**src/hw/rtl/efa_pkg.sv**
```systemverilog
package efa_pkg;

	localparam int FRAME_SIDE  = 128;
	localparam int PIXEL_COUNT = FRAME_SIDE * FRAME_SIDE;
	localparam int ADDR_W      = $clog2(PIXEL_COUNT);
	localparam int CHAN_W      = 8;
	localparam int PIX_W       = 3 * CHAN_W;
	localparam int COORD_W     = 7;
	localparam int MODE_W      = 2;
	localparam int REG_IDX_W   = 3;

	localparam logic [MODE_W-1:0] MODE_EVENT = 2'd0;
	localparam logic [MODE_W-1:0] MODE_DECAY = 2'd1;
	localparam logic [MODE_W-1:0] MODE_READ  = 2'd2;

	localparam logic [REG_IDX_W-1:0] REG_ON_RED     = 3'd0;
	localparam logic [REG_IDX_W-1:0] REG_ON_GREEN   = 3'd1;
	localparam logic [REG_IDX_W-1:0] REG_ON_BLUE    = 3'd2;
	localparam logic [REG_IDX_W-1:0] REG_OFF_RED    = 3'd3;
	localparam logic [REG_IDX_W-1:0] REG_OFF_GREEN  = 3'd4;
	localparam logic [REG_IDX_W-1:0] REG_OFF_BLUE   = 3'd5;
	localparam logic [REG_IDX_W-1:0] REG_DECAY_STEP = 3'd6;

	typedef logic [CHAN_W-1:0]    chan_t;
	typedef logic [COORD_W-1:0]   coord_t;
	typedef logic [MODE_W-1:0]    mode_t;
	typedef logic [REG_IDX_W-1:0] reg_idx_t;
	typedef logic [ADDR_W-1:0]    addr_t;

	typedef struct packed {
		chan_t red;
		chan_t green;
		chan_t blue;
	} pixel_t;

	typedef struct packed {
		pixel_t on_color;
		pixel_t off_color;
		chan_t  decay_step;
	} cfg_regs_t;

	typedef struct packed {
		logic   rd_en;
		addr_t  rd_addr;
		logic   wr_en;
		addr_t  wr_addr;
		pixel_t wr_data;
	} ram_cmd_t;

	function automatic chan_t sat_add(input chan_t a, input chan_t b);
		logic [CHAN_W:0] s;
		s = {1'b0, a} + {1'b0, b};
		return s[CHAN_W] ? {CHAN_W{1'b1}} : s[CHAN_W-1:0];
	endfunction

	function automatic chan_t clamp_sub(input chan_t a, input chan_t b);
		return (a > b) ? chan_t'(a - b) : '0;
	endfunction

endpackage

```
**src/hw/rtl/efa_req_if.sv**
```systemverilog
interface efa_req_if;
	logic             valid;
	logic             ready;
	efa_pkg::mode_t   mode;
	efa_pkg::coord_t  x_coord;
	efa_pkg::coord_t  y_coord;
	logic             polarity;

	modport source(output valid, mode, x_coord, y_coord, polarity, input ready);
	modport sink(input valid, mode, x_coord, y_coord, polarity, output ready);
endinterface

```
**src/hw/rtl/efa_rsp_if.sv**
```systemverilog
interface efa_rsp_if;
	logic           valid;
	logic           ready;
	efa_pkg::chan_t red_level;
	efa_pkg::chan_t green_level;
	efa_pkg::chan_t blue_level;

	modport source(output valid, red_level, green_level, blue_level, input ready);
	modport sink(input valid, red_level, green_level, blue_level, output ready);
endinterface

```
**src/hw/rtl/efa_ctrl.sv**
```systemverilog
module efa_ctrl (
	input  logic               clk,
	input  logic               arst_n,
	efa_req_if.sink            pix_req,
	efa_rsp_if.source          pix_rsp,
	input  efa_pkg::cfg_regs_t regs,
	output efa_pkg::ram_cmd_t  ram_cmd,
	input  efa_pkg::pixel_t    ram_rdata
);
	import efa_pkg::*;

	typedef enum logic [2:0] {
		ST_CLEAR,
		ST_IDLE,
		ST_EVENT,
		ST_DECAY,
		ST_READ
	} state_t;

	localparam addr_t LAST_ADDR = addr_t'(PIXEL_COUNT - 1);

	state_t state_q;
	addr_t  sweep_q;
	addr_t  addr_q;
	logic   pol_q;
	logic   zero_q;
	logic   out_valid_q;
	pixel_t out_q;

	logic   accept;
	logic   in_frame;
	addr_t  req_addr;
	logic   out_load;
	pixel_t color;
	pixel_t evt_pix;
	pixel_t dec_pix;

	assign accept   = pix_req.valid && pix_req.ready;
	assign in_frame = (32'(pix_req.x_coord) < FRAME_SIDE) && (32'(pix_req.y_coord) < FRAME_SIDE);
	assign req_addr = addr_t'(32'(pix_req.y_coord) * FRAME_SIDE + 32'(pix_req.x_coord));
	assign out_load = (state_q == ST_READ) && (!out_valid_q || pix_rsp.ready);
	assign color    = pol_q ? regs.on_color : regs.off_color;

	assign pix_req.ready       = (state_q == ST_IDLE);
	assign pix_rsp.valid       = out_valid_q;
	assign pix_rsp.red_level   = out_q.red;
	assign pix_rsp.green_level = out_q.green;
	assign pix_rsp.blue_level  = out_q.blue;

	always_comb begin
		evt_pix.red   = sat_add(ram_rdata.red, color.red);
		evt_pix.green = sat_add(ram_rdata.green, color.green);
		evt_pix.blue  = sat_add(ram_rdata.blue, color.blue);
		dec_pix.red   = clamp_sub(ram_rdata.red, regs.decay_step);
		dec_pix.green = clamp_sub(ram_rdata.green, regs.decay_step);
		dec_pix.blue  = clamp_sub(ram_rdata.blue, regs.decay_step);
	end

	// read side: item address in idle (address 0 for a decay request), next sweep entry while decaying
	always_comb begin
		ram_cmd.rd_en   = 1'b0;
		ram_cmd.rd_addr = sweep_q + addr_t'(1);
		ram_cmd.wr_en   = 1'b0;
		ram_cmd.wr_addr = sweep_q;
		ram_cmd.wr_data = '0;
		case (state_q)
			ST_IDLE: begin
				if (accept && pix_req.mode == MODE_DECAY) begin
					ram_cmd.rd_en   = 1'b1;
					ram_cmd.rd_addr = '0;
				end else if (accept && in_frame &&
					(pix_req.mode == MODE_EVENT || pix_req.mode == MODE_READ)) begin
					ram_cmd.rd_en   = 1'b1;
					ram_cmd.rd_addr = req_addr;
				end
			end
			ST_EVENT: begin
				ram_cmd.wr_en   = 1'b1;
				ram_cmd.wr_addr = addr_q;
				ram_cmd.wr_data = evt_pix;
			end
			ST_DECAY: begin
				ram_cmd.rd_en   = (sweep_q != LAST_ADDR);
				ram_cmd.wr_en   = 1'b1;
				ram_cmd.wr_data = dec_pix;
			end
			ST_CLEAR: begin
				ram_cmd.wr_en = 1'b1;
			end
			default: ;
		endcase
	end

	always_ff @(posedge clk or negedge arst_n) begin
		if (!arst_n) begin
			state_q     <= ST_CLEAR;
			sweep_q     <= '0;
			out_valid_q <= 1'b0;
			addr_q      <= '0;
			pol_q       <= 1'b0;
			zero_q      <= 1'b0;
			out_q       <= '0;
		end else begin
			if (out_load) begin
				out_valid_q <= 1'b1;
				out_q       <= zero_q ? pixel_t'('0) : ram_rdata;
			end else if (pix_rsp.ready) begin
				out_valid_q <= 1'b0;
			end
			case (state_q)
				ST_CLEAR: begin
					sweep_q <= sweep_q + addr_t'(1);
					if (sweep_q == LAST_ADDR) begin
						state_q <= ST_IDLE;
					end
				end
				ST_IDLE: begin
					addr_q <= req_addr;
					pol_q  <= pix_req.polarity;
					zero_q <= !in_frame;
					if (accept) begin
						case (pix_req.mode)
							MODE_EVENT: if (in_frame) begin
								state_q <= ST_EVENT;
							end
							MODE_DECAY: begin
								state_q <= ST_DECAY;
								sweep_q <= '0;
							end
							MODE_READ: state_q <= ST_READ;
							default: ;
						endcase
					end
				end
				ST_EVENT: state_q <= ST_IDLE;
				ST_DECAY: begin
					sweep_q <= sweep_q + addr_t'(1);
					if (sweep_q == LAST_ADDR) begin
						state_q <= ST_IDLE;
					end
				end
				ST_READ: if (out_load) begin
					state_q <= ST_IDLE;
				end
				default: state_q <= ST_IDLE;
			endcase
		end
	end
endmodule

```
**src/flat_wrapper.sv**
```systemverilog
// flat-port wrapper written by rule: the top's interface ports become plain ports
module efa_ctrl_flat import efa_pkg::*;
  (clk, arst_n, regs, ram_cmd, ram_rdata, pix_req_valid, pix_req_mode, pix_req_x_coord, pix_req_y_coord, pix_req_polarity, pix_req_ready, pix_rsp_valid, pix_rsp_red_level, pix_rsp_green_level, pix_rsp_blue_level, pix_rsp_ready);
  efa_req_if pix_req_i ();
  efa_rsp_if pix_rsp_i ();
  input  logic clk;
  input  logic arst_n;
  input  efa_pkg::cfg_regs_t regs;
  output efa_pkg::ram_cmd_t ram_cmd;
  input  efa_pkg::pixel_t ram_rdata;
  input wire logic [$bits(pix_req_i.valid)-1:0] pix_req_valid;
  input wire logic [$bits(pix_req_i.mode)-1:0] pix_req_mode;
  input wire logic [$bits(pix_req_i.x_coord)-1:0] pix_req_x_coord;
  input wire logic [$bits(pix_req_i.y_coord)-1:0] pix_req_y_coord;
  input wire logic [$bits(pix_req_i.polarity)-1:0] pix_req_polarity;
  output wire logic [$bits(pix_req_i.ready)-1:0] pix_req_ready;
  output wire logic [$bits(pix_rsp_i.valid)-1:0] pix_rsp_valid;
  output wire logic [$bits(pix_rsp_i.red_level)-1:0] pix_rsp_red_level;
  output wire logic [$bits(pix_rsp_i.green_level)-1:0] pix_rsp_green_level;
  output wire logic [$bits(pix_rsp_i.blue_level)-1:0] pix_rsp_blue_level;
  input wire logic [$bits(pix_rsp_i.ready)-1:0] pix_rsp_ready;
  assign pix_req_i.valid = pix_req_valid;
  assign pix_req_i.mode = pix_req_mode;
  assign pix_req_i.x_coord = pix_req_x_coord;
  assign pix_req_i.y_coord = pix_req_y_coord;
  assign pix_req_i.polarity = pix_req_polarity;
  assign pix_req_ready = pix_req_i.ready;
  assign pix_rsp_valid = pix_rsp_i.valid;
  assign pix_rsp_red_level = pix_rsp_i.red_level;
  assign pix_rsp_green_level = pix_rsp_i.green_level;
  assign pix_rsp_blue_level = pix_rsp_i.blue_level;
  assign pix_rsp_i.ready = pix_rsp_ready;
  efa_ctrl u_core (.clk(clk), .arst_n(arst_n), .pix_req(pix_req_i), .pix_rsp(pix_rsp_i), .regs(regs), .ram_cmd(ram_cmd), .ram_rdata(ram_rdata));
endmodule
```
**config.mk**
```make
export PLATFORM = sky130hd
export DESIGN_NAME = efa_ctrl_flat
export DESIGN_NICKNAME = d
export VERILOG_FILES = /design/src/hw/rtl/efa_pkg.sv /design/src/hw/rtl/efa_req_if.sv /design/src/hw/rtl/efa_rsp_if.sv /design/src/hw/rtl/efa_ctrl.sv /design/src/flat_wrapper.sv
export SDC_FILE = /design/constraint.sdc
export NUM_CORES = 1
export LEC_CHECK = 0
export BUFFER_PORTS_ARGS = -buffer_cell sky130_fd_sc_hd__buf_2
export CORE_MARGIN = 8
export CORE_UTILIZATION = 47
export DETAILED_ROUTE_END_ITERATION = 10
export HOLD_SLACK_MARGIN = 0.12
export PLACE_DENSITY = 0.79
export SLEW_MARGIN = 20
export SYNTH_ARGS = -nofsm -noshare
export SYNTH_HDL_FRONTEND = slang
export SYNTH_SLANG_ARGS = --single-unit
export TNS_END_PERCENT = 10
```
**constraint.sdc**
```tcl
create_clock -name clk -period 3.2 [get_ports clk]
set_input_delay 0.64 -clock clk [delete_from_list [all_inputs] [get_ports clk]]
set_output_delay 0.64 -clock clk [all_outputs]
set_load 0.03 [all_outputs]
```
After elaboration in Yosys (flattened, before gate mapping). Index checks and enable logic that the tools add are counted.

Muxes and demuxes: 24. Order comparisons: 3. Reduce and logical (&&, ||, !) cells: 15. Add/subtract/negate cells: 8. Equality and inequality tests: 13.

Operator list (count): two-way mux 14 bit (4); two-way mux 8 bit (6); case mux 24 bit (2 select lines) (1); two-way mux 15 bit (2); case mux 14 bit (2 select lines) (1); adder 8 x 8 -> 9 bit (3); greater-than comparator 8 bit (3); two-way mux 24 bit (1); subtractor 8 bit (3); case mux 3 bit (3 select lines) (2); adder 14 x 1 -> 14 bit, second input constant (1); adder 14 x 7 -> 14 bit (1); equality test 14 bit, second input constant (1); != test 14 bit, second input constant (1); two-way mux 3 bit (3); equality test 3 x 2 -> 1 bit, second input constant (2); logical AND 1 bit (4); != test 2 x 1 -> 1 bit, second input constant (2); != test 2 bit, second input constant (2); != test 4 bit, second input constant (1); AND reduction 4 bit (1); nonzero test 2 bit (2); equality test 3 x 1 -> 1 bit, second input constant (1); equality test 3 bit, second input constant (1); other kinds (11) (14).

Output and inout bits: 80. Input bits: 101. Word-level logic and storage cells: 71. Bits in registers: 57.

Logic depth before layout (Yosys ltp).
Depth in word-level cells: 6. Gate-level depth with buffers: 11.

Worst setup path after synthesis. OpenSTA, ideal clock, no wires.

Path kind: flip-flop to output port. From: reg u_core.pol_q. To: out ram_cmd[18] (netlist name). Setup slack: -549 ps. Data required time: 2560 ps. Data arrival time: 3109 ps. Buffers on the path: 2. Stages on the path, launching flop included: 12. Cell sequence: dfrtp_1 clkbuf_1 buf_1 mux2_2 ha_1 fa_1 a21o_1 a221oi_2 o21bai_1 a21o_1 o21ai_0 o21ai_0.

RTL lines: start: declaration (line efa_ctrl.sv:25) `logic pol_q;`; start signal: assignment (line efa_ctrl.sv:119) `pol_q <= pix_req.polarity;`; end: declaration (line flat_wrapper.sv:9) `output efa_pkg::ram_cmd_t ram_cmd;`.

==> results.txt <==
failing checks = negative setup slack
worst-margin pin slew = 0.729 ns
Post-Synth XOR/XNOR Area = 0.0730
RePlAce Congestion = 0.904
DR WL/cell = 18.7 µm
post-synth cell types = 57
top-count cell post-synth = o21ai_0
fin. max-slew vios = 0
synth top area cells = dfrtp_1 (27%), mux2_2 (13%), ha_1 (12%), o21ai_0 (8.5%), nand2_1 (5.8%)
Top Family by Delay on Critical Path = adder cells
CTS root buf = clkbuf_8
sequential cell area fraction in the yosys report = 0.270
drt initial violations = 305
P per Cell Area = 782 nW/µm²
EDFF count, synth = 0
Chip Width = 122 µm
synthesized cell area = 5280 µm²
Routed WL = 18400 µm
Hold Path Class = primary input to asynchronous set/reset pin
crit path cell chain = buf_12 -> buf_8 -> mux2_4 -> ha_4 -> fa_2 -> a21oi_2 -> o211ai_1 -> nor4b_2 -> mux2_4 -> o22ai_4 -> buf_6
setup violators final = 24
utilization after layout = 0.675
Layout Skew = 0.0135 ns
Ys Warns = 0
Tcrit/Tclk final = 1.15
final hold vios = 0
Final ANT Viol Nets = 0
max cap viols = 0
GRT Total Usage = 0.244
Worst-path clk slew = 0.08 ns
Worst Path Arrival = 3.03 ns
worst skew pair latency = 0.36 ns
RSZ-0062 raised after global routing = yes
worst vdd ir = 0.000525 V
Starting Density = 0.485
CP startpoint kind = flop
Post-Place Worst Slack = -0.344 ns
number of primary I/O pins = 181
H-tree Lvls = 3
Leakage Power = 0.00370 µW
initial antenna violation count = 0
via/cell ratio = 5.67
critical path peak fanout = 5
Worst slew margin = 0.512
Sink Count = 57
post-synthesis mux area share = 0.128
Placed Instances = 953
Mapped Nets = 758
CP peak stage delay = 0.41 ns
most frequent cell on the critical path = mux2_4
largest family of logic cells by synthesized area = compound AO/OA/AOI/OAI gates
Max clock buf depth = 2
Diodes inserted = 0
DIE AREA = 14900 µm²
total CTS buffers = 9
PnR worst setup slack = -0.473 ns
Post-DP HPWL = 14000 µm
Synth Area in Adders = 0.139
Core Region = 10900 µm²
P&R area growth vs syn = 39.2%
Post-CTS Hold Buffers = 0
FP Rows = 38
number of synthesized register bits = 57
Net count, final = 991
Buf/Inv on CP = 3
first-pass GRT wire length = 28800 µm
Buffers on Ports = 180
die height = 122 µm
largest net degree at the start of global routing = 33
Max Freq = 0.272 GHz
drt drc = 0
vias = 5553
Main synth FF type = dfrtp_1
Area after DPL = 6730 µm²
Yosys top cell area share = 0.270
Syn Inst Count = 602
CP required = 2.56 ns
Simple-Gate Fraction of Synth Area = 0.162
fraction of layout cells with a size suffix above 1 = 0.461
CP max stage cell = dfrtp_1
Synth Area in Compound Gates = 0.195
fin cells = 980
DR pass1 iterations = 5
vias in the first global route = 5885
Setup CP Type = flop to primary output
Crit. End Element = primary output
CTS tree = built
post-synth top area cell = dfrtp_1
status = complete, but fails checks
ys async rst share = 1.00
leading cell types by count after synthesis = o21ai_0 (90), nand2_1 (82), mux2_2 (59)
Avg Cell Area, Syn = 8.78 µm²
min Tclk post-route = 3.67 ns
total grt overflow = 0
final non-filler cell area = 7350 µm²
[metal layers]
layer | vias up | wire [µm] | global-route usage
met5 | - | 0 | 0
met4 | 0 | 596 | 0.119
met3 | 48 | 1500 | 0.0717
met2 | 217 | 8890 | 0.402
met1 | 2642 | 7380 | 0.284
li1 | 2646 | - | -
[where the power goes]
part	switching [µW]	total (µW)	leakage [µW]	internal (µW)
clock network	345	646	0.0000805	301
logic	2290	3950	0.00289	1660
registers	174	1150	0.000728	974
total	2810	5750	0.00370	2930
[final timing paths]
check	slack, ns	start	depth (start not counted)	endpoint
max	-0.47	u_core.pol_q	11	ram_cmd[7]
min	0.32	arst_n	1	u_core.addr_q[13]
max reg2reg	1.25	u_core.sweep_q[0]	7	u_core.state_q[0]
min reg2reg	0.48	u_core.pix_rsp.red_level[0]	2	u_core.pix_rsp.red_level[0]
max in group asynchronous	2.00	arst_n	2	u_core.sweep_q[11]
min in group clk	0.48	u_core.pix_rsp.red_level[0]	2	u_core.pix_rsp.red_level[0]
[stage by stage]
| step | total power, µW | hold WS, ns | setup TNS, ns |
|---|---|---|---|
| after floorplan | 3540 | 0.344 | -2.53 |
| after global placement | 4570 | 0.460 | -5.32 |
| after detailed placement | 4650 | 0.466 | -6.61 |
| after CTS | 5630 | 0.322 | -9.05 |
| after global routing | 6110 | 0.341 | -12.57 |
| final | 5750 | 0.317 | -9.50 |
[cells by family (layout without fill, tap and decap cells)]
logic type / count (synthesis) / after routing
compound gates: 175 / 175
xor+xnor: 44 / 44
fa+ha+maj: 55 / 55
buf+inv: 42 / 280
flops: 57 / 57
mux: 60 / 60
simple gates: 169 / 169
[layout by cell type (no fill, tap or decap), types with 7 or more instances in the layout]
master	synthesis	layout
buf_2	8	161
nand2_1	82	81
buf_4	0	69
dfrtp_1	57	57
mux2_2	59	53
o21ai_0	90	46
ha_1	49	39
xnor2_1	26	26
o21ai_2	0	26
nor2_1	26	25
o21ai_1	6	24
inv_1	22	22
a21oi_1	24	22
xor2_1	18	18
a21o_1	16	15
ha_4	0	10
clkbuf_8	0	10
buf_6	1	9
nand3_1	8	8
nand4_1	7	7
nand2b_1	7	7
[sequential cells by signal (all words and copies together) (netlist names)]
name	flops
u_core.addr_q	14
u_core.sweep_q	14
u_core.pix_rsp.blue_level	8
u_core.pix_rsp.green_level	8
u_core.pix_rsp.red_level	8
u_core.state_q	3
u_core.pix_rsp.valid	1
u_core.pol_q	1
[cell type report]
class                   count  area (µm²)
well taps                 140         175
clock inverters             6        43.8
repair buffers            242        1480
multi-input cells         503        4010
clock buffers              10         138
inverters                  22        82.6
fillers                   873        3540
flip-flops and latches     57        1430
[repair_timing]
item	4_1_cts	5_1_grt
setup endpoints to repair	24	26
pin swaps	18	22
setup buffers	6	5
gates resized for setup	77	29
No activity file was read; power rests on OpenSTA's default activity.
