==> src/hw/rtl/efa_pkg.sv <==
package efa_pkg;

	localparam int FRAME_SIDE  = 128;
	localparam int PIXEL_COUNT = FRAME_SIDE * FRAME_SIDE;
	localparam int ADDR_W      = $clog2(PIXEL_COUNT);
	localparam int CHAN_W      = 8;
	localparam int PIX_W       = 3 * CHAN_W;
	localparam int COORD_W     = 7;
	localparam int MODE_W      = 2;
	localparam int REG_IDX_W   = 3;

	localparam logic [MODE_W-1:0] MODE_EVENT = 2'd0;
	localparam logic [MODE_W-1:0] MODE_DECAY = 2'd1;
	localparam logic [MODE_W-1:0] MODE_READ  = 2'd2;

	localparam logic [REG_IDX_W-1:0] REG_ON_RED     = 3'd0;
	localparam logic [REG_IDX_W-1:0] REG_ON_GREEN   = 3'd1;
	localparam logic [REG_IDX_W-1:0] REG_ON_BLUE    = 3'd2;
	localparam logic [REG_IDX_W-1:0] REG_OFF_RED    = 3'd3;
	localparam logic [REG_IDX_W-1:0] REG_OFF_GREEN  = 3'd4;
	localparam logic [REG_IDX_W-1:0] REG_OFF_BLUE   = 3'd5;
	localparam logic [REG_IDX_W-1:0] REG_DECAY_STEP = 3'd6;

	typedef logic [CHAN_W-1:0]    chan_t;
	typedef logic [COORD_W-1:0]   coord_t;
	typedef logic [MODE_W-1:0]    mode_t;
	typedef logic [REG_IDX_W-1:0] reg_idx_t;
	typedef logic [ADDR_W-1:0]    addr_t;

	typedef struct packed {
		chan_t red;
		chan_t green;
		chan_t blue;
	} pixel_t;

	typedef struct packed {
		pixel_t on_color;
		pixel_t off_color;
		chan_t  decay_step;
	} cfg_regs_t;

	typedef struct packed {
		logic   rd_en;
		addr_t  rd_addr;
		logic   wr_en;
		addr_t  wr_addr;
		pixel_t wr_data;
	} ram_cmd_t;

	function automatic chan_t sat_add(input chan_t a, input chan_t b);
		logic [CHAN_W:0] s;
		s = {1'b0, a} + {1'b0, b};
		return s[CHAN_W] ? {CHAN_W{1'b1}} : s[CHAN_W-1:0];
	endfunction

	function automatic chan_t clamp_sub(input chan_t a, input chan_t b);
		return (a > b) ? chan_t'(a - b) : '0;
	endfunction

endpackage

==> src/hw/rtl/efa_cfg_if.sv <==
interface efa_cfg_if;
	logic              valid;
	logic              ready;
	efa_pkg::reg_idx_t index;
	efa_pkg::chan_t    data;

	modport source(output valid, index, data, input ready);
	modport sink(input valid, index, data, output ready);
endinterface

==> src/hw/rtl/efa_cfg_regs.sv <==
module efa_cfg_regs (
	input  logic               clk,
	input  logic               arst_n,
	efa_cfg_if.sink            cfg,
	output efa_pkg::cfg_regs_t regs
);
	import efa_pkg::*;

	cfg_regs_t regs_q;

	assign cfg.ready = 1'b1;
	assign regs      = regs_q;

	always_ff @(posedge clk or negedge arst_n) begin
		if (!arst_n) begin
			regs_q.on_color   <= '{red: 8'd255, green: 8'd255, blue: 8'd0};
			regs_q.off_color  <= '{red: 8'd0, green: 8'd0, blue: 8'd255};
			regs_q.decay_step <= 8'd8;
		end else if (cfg.valid && cfg.ready) begin
			case (cfg.index)
				REG_ON_RED:     regs_q.on_color.red    <= cfg.data;
				REG_ON_GREEN:   regs_q.on_color.green  <= cfg.data;
				REG_ON_BLUE:    regs_q.on_color.blue   <= cfg.data;
				REG_OFF_RED:    regs_q.off_color.red   <= cfg.data;
				REG_OFF_GREEN:  regs_q.off_color.green <= cfg.data;
				REG_OFF_BLUE:   regs_q.off_color.blue  <= cfg.data;
				REG_DECAY_STEP: regs_q.decay_step      <= cfg.data;
				default: ;
			endcase
		end
	end
endmodule

==> src/flat_wrapper.sv <==
// flat-port wrapper written by rule: the top's interface ports become plain ports
module efa_cfg_regs_flat import efa_pkg::*;
  (clk, arst_n, regs, cfg_valid, cfg_index, cfg_data, cfg_ready);
  efa_cfg_if cfg_i ();
  input  logic clk;
  input  logic arst_n;
  output efa_pkg::cfg_regs_t regs;
  input wire logic [$bits(cfg_i.valid)-1:0] cfg_valid;
  input wire logic [$bits(cfg_i.index)-1:0] cfg_index;
  input wire logic [$bits(cfg_i.data)-1:0] cfg_data;
  output wire logic [$bits(cfg_i.ready)-1:0] cfg_ready;
  assign cfg_i.valid = cfg_valid;
  assign cfg_i.index = cfg_index;
  assign cfg_i.data = cfg_data;
  assign cfg_ready = cfg_i.ready;
  efa_cfg_regs u_core (.clk(clk), .arst_n(arst_n), .cfg(cfg_i), .regs(regs));
endmodule
==> config.mk <==
export PLATFORM = sky130hd
export DESIGN_NAME = efa_cfg_regs_flat
export DESIGN_NICKNAME = d
export VERILOG_FILES = /design/src/hw/rtl/efa_pkg.sv /design/src/hw/rtl/efa_cfg_if.sv /design/src/hw/rtl/efa_cfg_regs.sv /design/src/flat_wrapper.sv
export SDC_FILE = /design/constraint.sdc
export NUM_CORES = 1
export LEC_CHECK = 0
export ABC_CLOCK_PERIOD_IN_PS = 1600
export BUFFER_PORTS_ARGS = -buffer_cell sky130_fd_sc_hd__buf_2
export CORE_UTILIZATION = 53
export CTS_CLUSTER_DIAMETER = 30
export DETAILED_ROUTE_END_ITERATION = 10
export PLACE_DENSITY = 0.83
export SKIP_CTS_REPAIR_TIMING = 1
export SYNTH_ARGS = -nofsm -noshare
export SYNTH_HDL_FRONTEND = slang
export SYNTH_SLANG_ARGS = --single-unit
==> constraint.sdc <==
create_clock -name clk -period 1.6 [get_ports clk]
set_clock_uncertainty 0.1 [all_clocks]
set_input_delay 0.24 -clock clk [delete_from_list [all_inputs] [get_ports clk]]
set_output_delay 0.24 -clock clk [all_outputs]
set_load 0.005 [all_outputs]
Word level (Yosys, flattened, before mapping)
Cells that the tools add are included.
{"block": "totals", "word_cells": 21, "out_inout_bits": 57, "reg_bits": 56}
{"block": "op_classes", "n_eq_ne": 6, "reduce_logical": 8}
{"op": "$reduce_and A2 Y1", "count": 7}
{"op": "$eq A3 B3 Y1 const B", "count": 3}
{"op": "$eq A3 B2 Y1 const B", "count": 2}
{"op": "$eq A3 B1 Y1 const B", "count": 1}
{"op": "$logic_not A3 Y1", "count": 1}

Logic depth before layout (Yosys ltp)
Gate-level depths: netlist of the first run.
{"block": "depth", "ltp_word": 2, "mapped_depth": 4}

Worst setup path after synthesis of the first run
No wires, ideal clock.
{"block": "synth_path", "kind": "input to register", "from": "input cfg_valid", "to": "register u_core.regs_q (netlist bit u_core.regs[32])", "cell_stages": 4, "arrival_time_ns": 1.213, "path_buffers": 2, "setup_slack_ns": 0.162, "path_cell_list": "clkbuf_1 nor4bb_1 buf_2 mux2_2"}
{"block": "synth_between", "elab_chain_cells": 1}
{"item": "start: declaration", "line": "flat_wrapper.sv:8", "source": "input wire logic [$bits(cfg_i.valid)-1:0] cfg_valid;"}
{"item": "$reduce_and A2 Y1 (no source line)"}
{"item": "end: declaration", "line": "efa_cfg_regs.sv:9", "source": "cfg_regs_t regs_q;"}
No other way between the ends.
A chain may end at the register's enable or synchronous reset.

Worst setup path after layout of the first run
{"block": "layout_path", "from": "register u_core.regs_q (netlist bit u_core.regs[15])", "to": "output regs[15] (netlist name)"}
{"item": "end: declaration", "line": "flat_wrapper.sv:7", "source": "output efa_pkg::cfg_regs_t regs;"}
No word-level cell between the ends.

==> results of run 1 <==
## layout make-up
type | instances | area, µm² | share of cell area
Sequential cell | 56 | 1430 | 0.525
Clock inverter | 3 | 42.5 | 0.0156
Timing Repair Buffer | 75 | 405 | 0.148
Multi-Input combinational cell | 64 | 721 | 0.264
Clock buffer | 5 | 68.8 | 0.0252
Tap cell | 48 | 60.1 | 0.0220
## power groups by stage
stage                     clock [mW]  combinational, mW  sequential [mW]
after global routing           0.971              0.849             2.03
after global placement             0              0.753             1.99
after CTS                      0.907              0.780             1.99
after floorplan                    0              0.316             2.03
after detailed placement           0              0.780             2.01
final                          0.874              0.764             1.99
## cells by family (layout without fill, tap and decap cells)
| kind of cell | after synthesis | after routing |
|---|---|---|
| and+or+nand+nor | 7 | 7 |
| other | 1 | 1 |
| DFF | 56 | 56 |
| muxes | 56 | 56 |
| buffers and inverters | 8 | 83 |
## placed cells by master (no fill, tap or decap)
master,Yosys,layout
clkinv_2,0,1
nand4b_1,3,3
clkinvlp_4,0,1
dfrtp_1,31,31
mux2_2,56,56
buf_12,0,1
buf_4,1,4
nor4bb_2,0,1
nor4bb_1,3,2
conb_1,1,1
dfstp_2,25,25
dlygate4sd3_1,0,1
buf_2,5,69
bufinv_16,0,1
clkbuf_8,0,5
nor4b_4,1,1
## metrics by stage
step | hold slack, ns | setup WS, ns | util | instance area, µm²
finish | 0.163 | 0.305 | 0.719 | 2730
global route | 0.166 | 0.263 | 0.719 | 2730
CTS | -0.175 | 0.290 | 0.716 | 2720
detailed placement | 0.155 | 0.0689 | 0.687 | 2610
global placement | 0.148 | 0.117 | 0.687 | 2610
floorplan | -0.156 | 0.162 | - | 2190
## layer usage
| metal | global-route usage | vias to the layer above |
|---|---|---|
| met5 | 0 | - |
| met4 | 0.0559 | 0 |
| met3 | 0.0534 | 6 |
| met2 | 0.358 | 51 |
| met1 | 0.277 | 671 |
| li1 | - | 601 |
## worst max-delay path by stage
stage	from	depth (start not counted)	slack, ns	to
floorplan	cfg_valid	4	0.16	u_core.regs[32]$_DFFE_PN0P_
global placement	cfg_index[2]	3	0.12	u_core.regs[30]$_DFFE_PN0P_
detailed placement	cfg_index[2]	3	0.07	u_core.regs[30]$_DFFE_PN0P_
CTS	u_core.regs[15]$_DFFE_PN1P_	1	0.29	regs[15]
global route	u_core.regs[45]$_DFFE_PN1P_	1	0.26	regs[45]
finish	u_core.regs[15]$_DFFE_PN1P_	1	0.31	regs[15]
## Yosys cell counts
cell type / instances
dfstp_2: 25
clkbuf_1: 1
clkbuf_2: 1
conb_1: 1
mux2_2: 56
dfrtp_1: 31
nand4b_1: 3
nor4b_4: 1
nor4bb_1: 3
buf_4: 1
buf_2: 5
==> results_dict.tcl, run 1 <==
set metrics [dict create \
    vias 1329 \
    end_kind "primary output" \
    slowest_stage "dfstp_2" \
    hold_path_class "in2reg" \
    ir_drop_mv 0.982 \
    crit_fanout 2 \
    syn-num-nets 142 \
    synthToLayoutAreaGrowth_pct 24.8 \
    synth.largest_area_cell "dfrtp_1" \
    dr.first_iter.drc_count 41 \
    cts_tree "done" \
    period_share 0.809 \
    synthAdderAreaFrac 0 \
    place_hpwl_um 3090 \
    fmax_ghz 0.772 \
    wl_per_cell_um 16.4 \
    outcome "finished clean" \
    grt_pass1_vias 1343 \
    swShare 0.241 \
    antenna_found_initial 0 \
    track_usage 0.214 \
    gr-total-overflow 0 \
    p_total_mw 3.63 \
    io-pin-count 71 \
    die_area_um2 4390 \
    diodes 0 \
    synth.yosys.seq_area_share 0.655 \
    cp-start-kind "flop" \
    fillers 284 \
    hold_viol 0 \
    final_cells 251 \
    final-setup-viol-count 0 \
    nNetsFinal 216 \
    drt_wl_total_um 4110 \
    min_to "u_core.regs[8]$_DFFE_PN1P_" \
    synth_top_area_share 0.354 \
    slew_violations 0 \
    syn-instance-count 128 \
    r2r_cells 1 \
    r2r_end "u_core.regs[27]$_DFFE_PN0P_" \
    cts_root_buf "clkbuf_8" \
    rsz0062_at_grt "no" \
    m1WireLength_um 1740 \
    min-delay-start "cfg_data[0]" \
    tns_ns 0 \
    cts_buffers 5 \
    ff2ff_setup_slack_ns 0.73 \
    ys_types 11 \
    hold_depth 2 \
    sequentialPowerShare 0.548 \
    grt_start_max_net_pins 57 \
    synth_mux_area_frac 0.288 \
    ys_warn_count 0 \
    cts.sinks 56 \
    post-route-min-period_ns 1.29 \
    dp_cells 242 \
    maxCapViolations 0 \
    synthTopCellsByArea "dfrtp_1 (35%), dfstp_2 (30%), mux2_2 (29%), nor4bb_1 (1.4%), nand4b_1 (1.2%)" \
    critical_path_class "reg2out" \
    cts.clk_slew.worst_paths_ns 0.09 \
    cp.arrival_ns 0.95 \
    cp_top_family "flip-flops" \
    combinationalPowerShare 0.211 \
    io_buffers 69 \
    h-tree-depth 2 \
    grt_pass1_wl_um 6770 \
    cellPowerDensity_nw_per_um2 1330 \
    insertion_delay_ns 0.30 \
    core_area_um2 3800 \
    synth_compound_area_frac 0 \
    p_sw_uw 874 \
    max_stage_delay_ns 0.55 \
    rr_startpoint "u_core.regs[27]$_DFFE_PN0P_" \
    dieWidth_um 66.3 \
    start_util 0.576 \
    route.met3.wl_um 280 \
    fp-row-count 22 \
    synth_area_per_cell_um2 17.1 \
    synth_top_family_by_area "multiplexers" \
    top_layer_used "met4" \
    clockPowerShare 0.241 \
    via_per_inst 5.29 \
    floorplan.die.height_um 66.3 \
    path_cells "buf_2" \
    internal-power_mw 2.75 \
    synthesis.area_um2 2190 \
    path_buf_inv 1 \
    critical_path_required_ns 1.26 \
    ant_nets 0 \
    drc_errors 0 \
    ys_ff_latch 56 \
    firstDrtPassIters 4 \
    p_leak_nw 1.26 \
    synth_xor_area_frac 0 \
    wl_met2_um 2050 \
    cts_buffer_depth 2 \
    gp_congestion 0.786 \
    synth-simple-area-share 0.0366 \
    drive_above_1_share 0.813 \
    largest_register_ffs 56 \
]
Power figures use the tool's default switching activity.
==> run 2, diff against run 1 <==
--- a/config.mk
+++ b/config.mk
@@ -5,12 +5,12 @@
 export SDC_FILE = /design/constraint.sdc
 export NUM_CORES = 1
 export LEC_CHECK = 0
-export ABC_CLOCK_PERIOD_IN_PS = 1600
+export ABC_CLOCK_PERIOD_IN_PS = 1360
 export BUFFER_PORTS_ARGS = -buffer_cell sky130_fd_sc_hd__buf_2
-export CORE_UTILIZATION = 53
+export CORE_UTILIZATION = 50
 export CTS_CLUSTER_DIAMETER = 30
 export DETAILED_ROUTE_END_ITERATION = 10
-export PLACE_DENSITY = 0.83
+export PLACE_DENSITY = 0.79
 export SKIP_CTS_REPAIR_TIMING = 1
 export SYNTH_ARGS = -nofsm -noshare
 export SYNTH_HDL_FRONTEND = slang
==> constraint.sdc (replaced) <==
create_clock -name clk -period 1.36 [get_ports clk]
set_clock_uncertainty 0.1 [all_clocks]
set_input_delay 0.204 -clock clk [delete_from_list [all_inputs] [get_ports clk]]
set_output_delay 0.204 -clock clk [all_outputs]
set_load 0.005 [all_outputs]
==> run 2 against run 1 <==
Via count rose by 1.7%; final area rose by 3.2%; register-to-register slack got worse by 0.25 ns; routed wire length rose by 12%; global-route usage rose by 0.55 points; non-clock buffer count rose by 4; sequential power rose by 18%; combinational power rose by 22%.
==> results_dict.tcl, run 2 (synthesis results as in run 1) <==
set metrics [dict create \
    outcome "finished clean" \
    hold_depth 2 \
    dr.first_iter.drc_count 53 \
    critical_path_class "reg2out" \
    fmax_ghz 0.775 \
    hold_viol 0 \
    end_kind "primary output" \
    io-pin-count 71 \
    track_usage 0.219 \
    p_leak_nw 1.30 \
    drive_above_1_share 0.826 \
    critical_path_required_ns 1.06 \
    p_sw_mw 1.11 \
    rr_startpoint "u_core.regs[16]$_DFFE_PN0P_" \
    path_cells "buf_2" \
    floorplan.die.height_um 68.2 \
    internal-power_mw 3.26 \
    fin_util 0.689 \
    wl_per_cell_um 17.9 \
    post-route-min-period_ns 1.29 \
    core_area_um2 4090 \
    swShare 0.253 \
    max_stage_delay_ns 0.56 \
    drc_errors 0 \
    cts_buffer_depth 2 \
    period_share 0.949 \
    grt_use_met1 0.283 \
    insertion_delay_ns 0.31 \
    antenna_found_initial 0 \
    final_common_cell "buf_2" \
    hold_path_class "in2reg" \
    final_cell_mix "buf_2 (69), mux2_2 (56), dfrtp_1 (31), dfstp_2 (25)" \
    final-setup-viol-count 0 \
    path_buf_inv 1 \
    grt_pass1_wl_um 7060 \
    synthToLayoutAreaGrowth_pct 28.7 \
    cp.arrival_ns 0.99 \
    largest_register_ffs 56 \
    vias 1352 \
    h-tree-depth 2 \
    drt_wl_total_um 4600 \
    crit_fanout 2 \
    gp_congestion 0.770 \
    place_hpwl_um 3250 \
    cp_top_family "flip-flops" \
    fillers 298 \
    ff2ff_setup_slack_ns 0.48 \
    p_total_mw 4.37 \
    grtUsageMet2 0.353 \
    io_buffers 69 \
    firstDrtPassIters 6 \
    gr-total-overflow 0 \
    r2r_cells 1 \
    min-delay-start "cfg_data[1]" \
    cp-start-kind "flop" \
    die_area_um2 4650 \
    min_to "u_core.regs[33]$_DFFE_PN0P_" \
    top_usage_layer "met2" \
    cts_tree "done" \
    cellPowerDensity_nw_per_um2 1550 \
    clockPowerShare 0.252 \
    ant_nets 0 \
    dieWidth_um 68.2 \
    combinationalPowerShare 0.213 \
    cts.clk_slew.worst_paths_ns 0.10 \
    grt_pass1_vias 1347 \
    maxCapViolations 0 \
    met3_usage 0.0650 \
    cts.sinks 56 \
    grt_start_max_net_pins 57 \
    slowest_stage "dfstp_2" \
    diodes 0 \
    start_util 0.536 \
    slew_violations 0 \
    r2r_end "u_core.regs[16]$_DFFE_PN0P_" \
    rsz0062_at_grt "no" \
    ir_drop_mv 0.841 \
    cts_buffers 5 \
    fp-row-count 23 \
    cts_root_buf "clkbuf_8" \
    nNetsFinal 220 \
    via_per_inst 5.26 \
    sequentialPowerShare 0.535 \
]
==> run 2: layer usage <==
metal / part of all wire / wire length [µm] / up-vias
li1: - / - / 607
met1: 0.45 / 2050 / 688
met2: 0.48 / 2220 / 51
met3: 0.064 / 294 / 6
met4: 0.0080 / 37 / 0
met5: 0 / 0 / -
==> run 2: power by group through the flow <==
stage	sequential [mW]	combinational, mW	clock (mW)
after floorplan	2.38	0.372	0
after global placement	2.34	0.906	0
after detailed placement	2.36	0.941	0
after CTS	2.34	0.945	1.13
after global routing	2.39	1.03	1.18
final	2.34	0.930	1.10
==> run 2: per-stage QoR <==
stage	std cells	instance area, µm²	setup slack, ns	TNS [ns]	hold slack (ns)
floorplan	128	2190	-0.0126	-0.101	-0.192
global route	257	2820	0.0306	0	0.118
finish	257	2820	0.0693	0	0.112
CTS	256	2810	0.0523	0	-0.232
global placement	248	2690	-0.0564	-1.06	0.116
detailed placement	248	2690	-0.134	-2.49	0.120
==> run 2: worst max path at each step <==
stage | end | depth (start not counted) | start
6_report | regs[45] | 1 | u_core.regs[45]$_DFFE_PN1P_
5_1_grt | regs[45] | 1 | u_core.regs[45]$_DFFE_PN1P_
4_1_cts | regs[45] | 1 | u_core.regs[45]$_DFFE_PN1P_
3_5_place_dp | u_core.regs[16]$_DFFE_PN0P_ | 4 | cfg_index[1]
3_3_place_gp | u_core.regs[36]$_DFFE_PN0P_ | 4 | cfg_index[2]
2_1_floorplan | u_core.regs[48]$_DFFE_PN1P_ | 3 | cfg_index[1]
==> run 2: area by class of cell <==
class                           count  area (µm²)  area share
Clock buffer                        5        68.8      0.0244
Multi-Input combinational cell     64         733       0.260
Sequential cell                    56        1430       0.509
Clock inverter                      3        46.3      0.0164
Timing Repair Buffer               79         473       0.168
Tap cell                           50        62.6      0.0222
==> run 3, diff against run 2 <==
--- a/config.mk
+++ b/config.mk
@@ -10,6 +10,7 @@
 export CORE_UTILIZATION = 50
 export CTS_CLUSTER_DIAMETER = 30
 export DETAILED_ROUTE_END_ITERATION = 10
+export GPL_TIMING_DRIVEN = 0
 export PLACE_DENSITY = 0.79
 export SKIP_CTS_REPAIR_TIMING = 1
 export SYNTH_ARGS = -nofsm -noshare
==> run 3 against run 2 <==
Global-route usage shrank 0.98 points; clock-buffer cell count is the same; final area shrank 4.5%; non-clock buffer count shrank 6; highest routed layer unchanged; critical endpoint is now regs[41]; largest cell class unchanged; total power shrank 2.0%; die area is the same; core utilization shrank 3.1 points.
==> results_dict.tcl, run 3 (synthesis results as in run 1) <==
set metrics [dict create \
    period_share 0.927 \
    cts.sinks 56 \
    synthToLayoutAreaGrowth_pct 22.9 \
    drive_above_1_share 0.811 \
    dr.first_iter.drc_count 68 \
    sequentialPowerShare 0.545 \
    slew_headroom 0.227 \
    hold_viol 0 \
    rsz0062_at_grt "no" \
    tightest_slew_ns 1.16 \
    ff_latch_area_um2 1430 \
    p_sw_mw 1.05 \
    nNetsFinal 214 \
    dieWidth_um 68.2 \
    slowest_stage "dfstp_2" \
    cts_buffer_depth 2 \
    final-setup-viol-count 0 \
    place_area_um2 2580 \
    critical_path_class "reg2out" \
    firstDrtPassIters 4 \
    fillers 316 \
    drc_errors 0 \
    setup_slack_ns 0.0993 \
    start_util 0.536 \
    path_cells "buf_2" \
    hold_path_class "in2async" \
    cp.arrival_ns 0.96 \
    fp-row-count 23 \
    cts.clk_slew.worst_paths_ns 0.10 \
    end_kind "primary output" \
    cp-start-kind "flop" \
    dp_worst_setup_slack_ns -0.233 \
    place_hpwl_um 3150 \
    design_area_um2 2690 \
    swShare 0.245 \
    final_common_cell "buf_2" \
    dp_cells 243 \
    combinationalPowerShare 0.211 \
    grt_start_max_net_pins 57 \
    rr_startpoint "u_core.regs[22]$_DFFE_PN0P_" \
    maxCapViolations 0 \
    fmax_ghz 0.793 \
    gp_congestion 0.711 \
    via_per_inst 5.34 \
    critical_path_required_ns 1.06 \
    track_usage 0.209 \
    io-pin-count 71 \
    ant_nets 0 \
    final_cell_mix "buf_2 (70), mux2_2 (56), dfrtp_1 (31), dfstp_2 (25), clkbuf_8 (5)" \
    final_cells 251 \
    grt_pass1_vias 1379 \
    p_total_mw 4.28 \
    die_area_um2 4650 \
    gr-total-overflow 0 \
    antenna_found_initial 0 \
    cp_top_family "flip-flops" \
    h-tree-depth 2 \
    internal-power_mw 3.23 \
    p_leak_nw 1.25 \
    fin_util 0.658 \
    clockPowerShare 0.244 \
    multiInputGateArea_um2 714 \
    wl_per_cell_um 17.2 \
    cts_tree "done" \
    tns_ns 0 \
    cellPowerDensity_nw_per_um2 1590 \
    insertion_delay_ns 0.30 \
    crit_fanout 2 \
    diodes 0 \
    cts_buffers 5 \
    outcome "finished clean" \
    vias 1340 \
    post-route-min-period_ns 1.26 \
    path_buf_inv 1 \
    largest_register_ffs 56 \
    slew_violations 0 \
    holdWs_ns 0.0304 \
    drt_wl_total_um 4330 \
    io_buffers 65 \
    cts_root_buf "clkbuf_8" \
    startpoint "u_core.regs[41]$_DFFE_PN1P_" \
    max_stage_delay_ns 0.54 \
    grt_pass1_wl_um 6800 \
    ir_drop_mv 0.935 \
    core_area_um2 4090 \
    floorplan.die.height_um 68.2 \
]
## run 3: cell count changes in the layout (fill, tap and decap cells not counted)
cell,previous run,this run
buf_12,4,0
buf_2,69,70
buf_4,5,1
clkbuf_2,0,2
clkinv_2,0,1
dlygate4sd3_1,1,0
inv_6,1,0
nor4bb_1,0,3
nor4bb_2,3,0
## run 3: power groups by stage
stage / Combinational [mW] / Clock [mW] / Sequential [mW]
3_5_place_dp: 0.919 / 0 / 2.36
5_1_grt: 1.00 / 1.14 / 2.38
2_1_floorplan: 0.372 / 0 / 2.38
4_1_cts: 0.921 / 1.09 / 2.33
3_3_place_gp: 0.883 / 0 / 2.33
6_report: 0.901 / 1.05 / 2.33
## run 3: cell type report
class,count,share of cell area
Multi-Input combinational cell,64,0.266
Clock inverter,3,0.0158
Tap cell,50,0.0233
Clock buffer,5,0.0256
Timing Repair Buffer,65,0.121
Buffer,8,0.0158
Sequential cell,56,0.533
## run 3: per-layer routing
metal  part of all wire  global-route usage
met3              0.076              0.0817
met2               0.50               0.331
met5                  0                   0
met4              0.011              0.0703
met1               0.42               0.262
## run 3: worst paths after layout
| path | to | slack, ns | depth (start not counted) |
|---|---|---|---|
| hold reg to reg | u_core.regs[25]$_DFFE_PN0P_ | 0.41 | 1 |
| setup reg to reg | u_core.regs[22]$_DFFE_PN0P_ | 0.48 | 1 |
| max in group asynchronous | u_core.regs[18]$_DFFE_PN0P_ | 0.43 | 1 |
| min in group clk | u_core.regs[17]$_DFFE_PN0P_ | 0.12 | 2 |
| hold / removal | u_core.regs[6]$_DFFE_PN0P_ | 0.03 | 1 |
| setup / recovery | regs[41] | 0.1 | 1 |
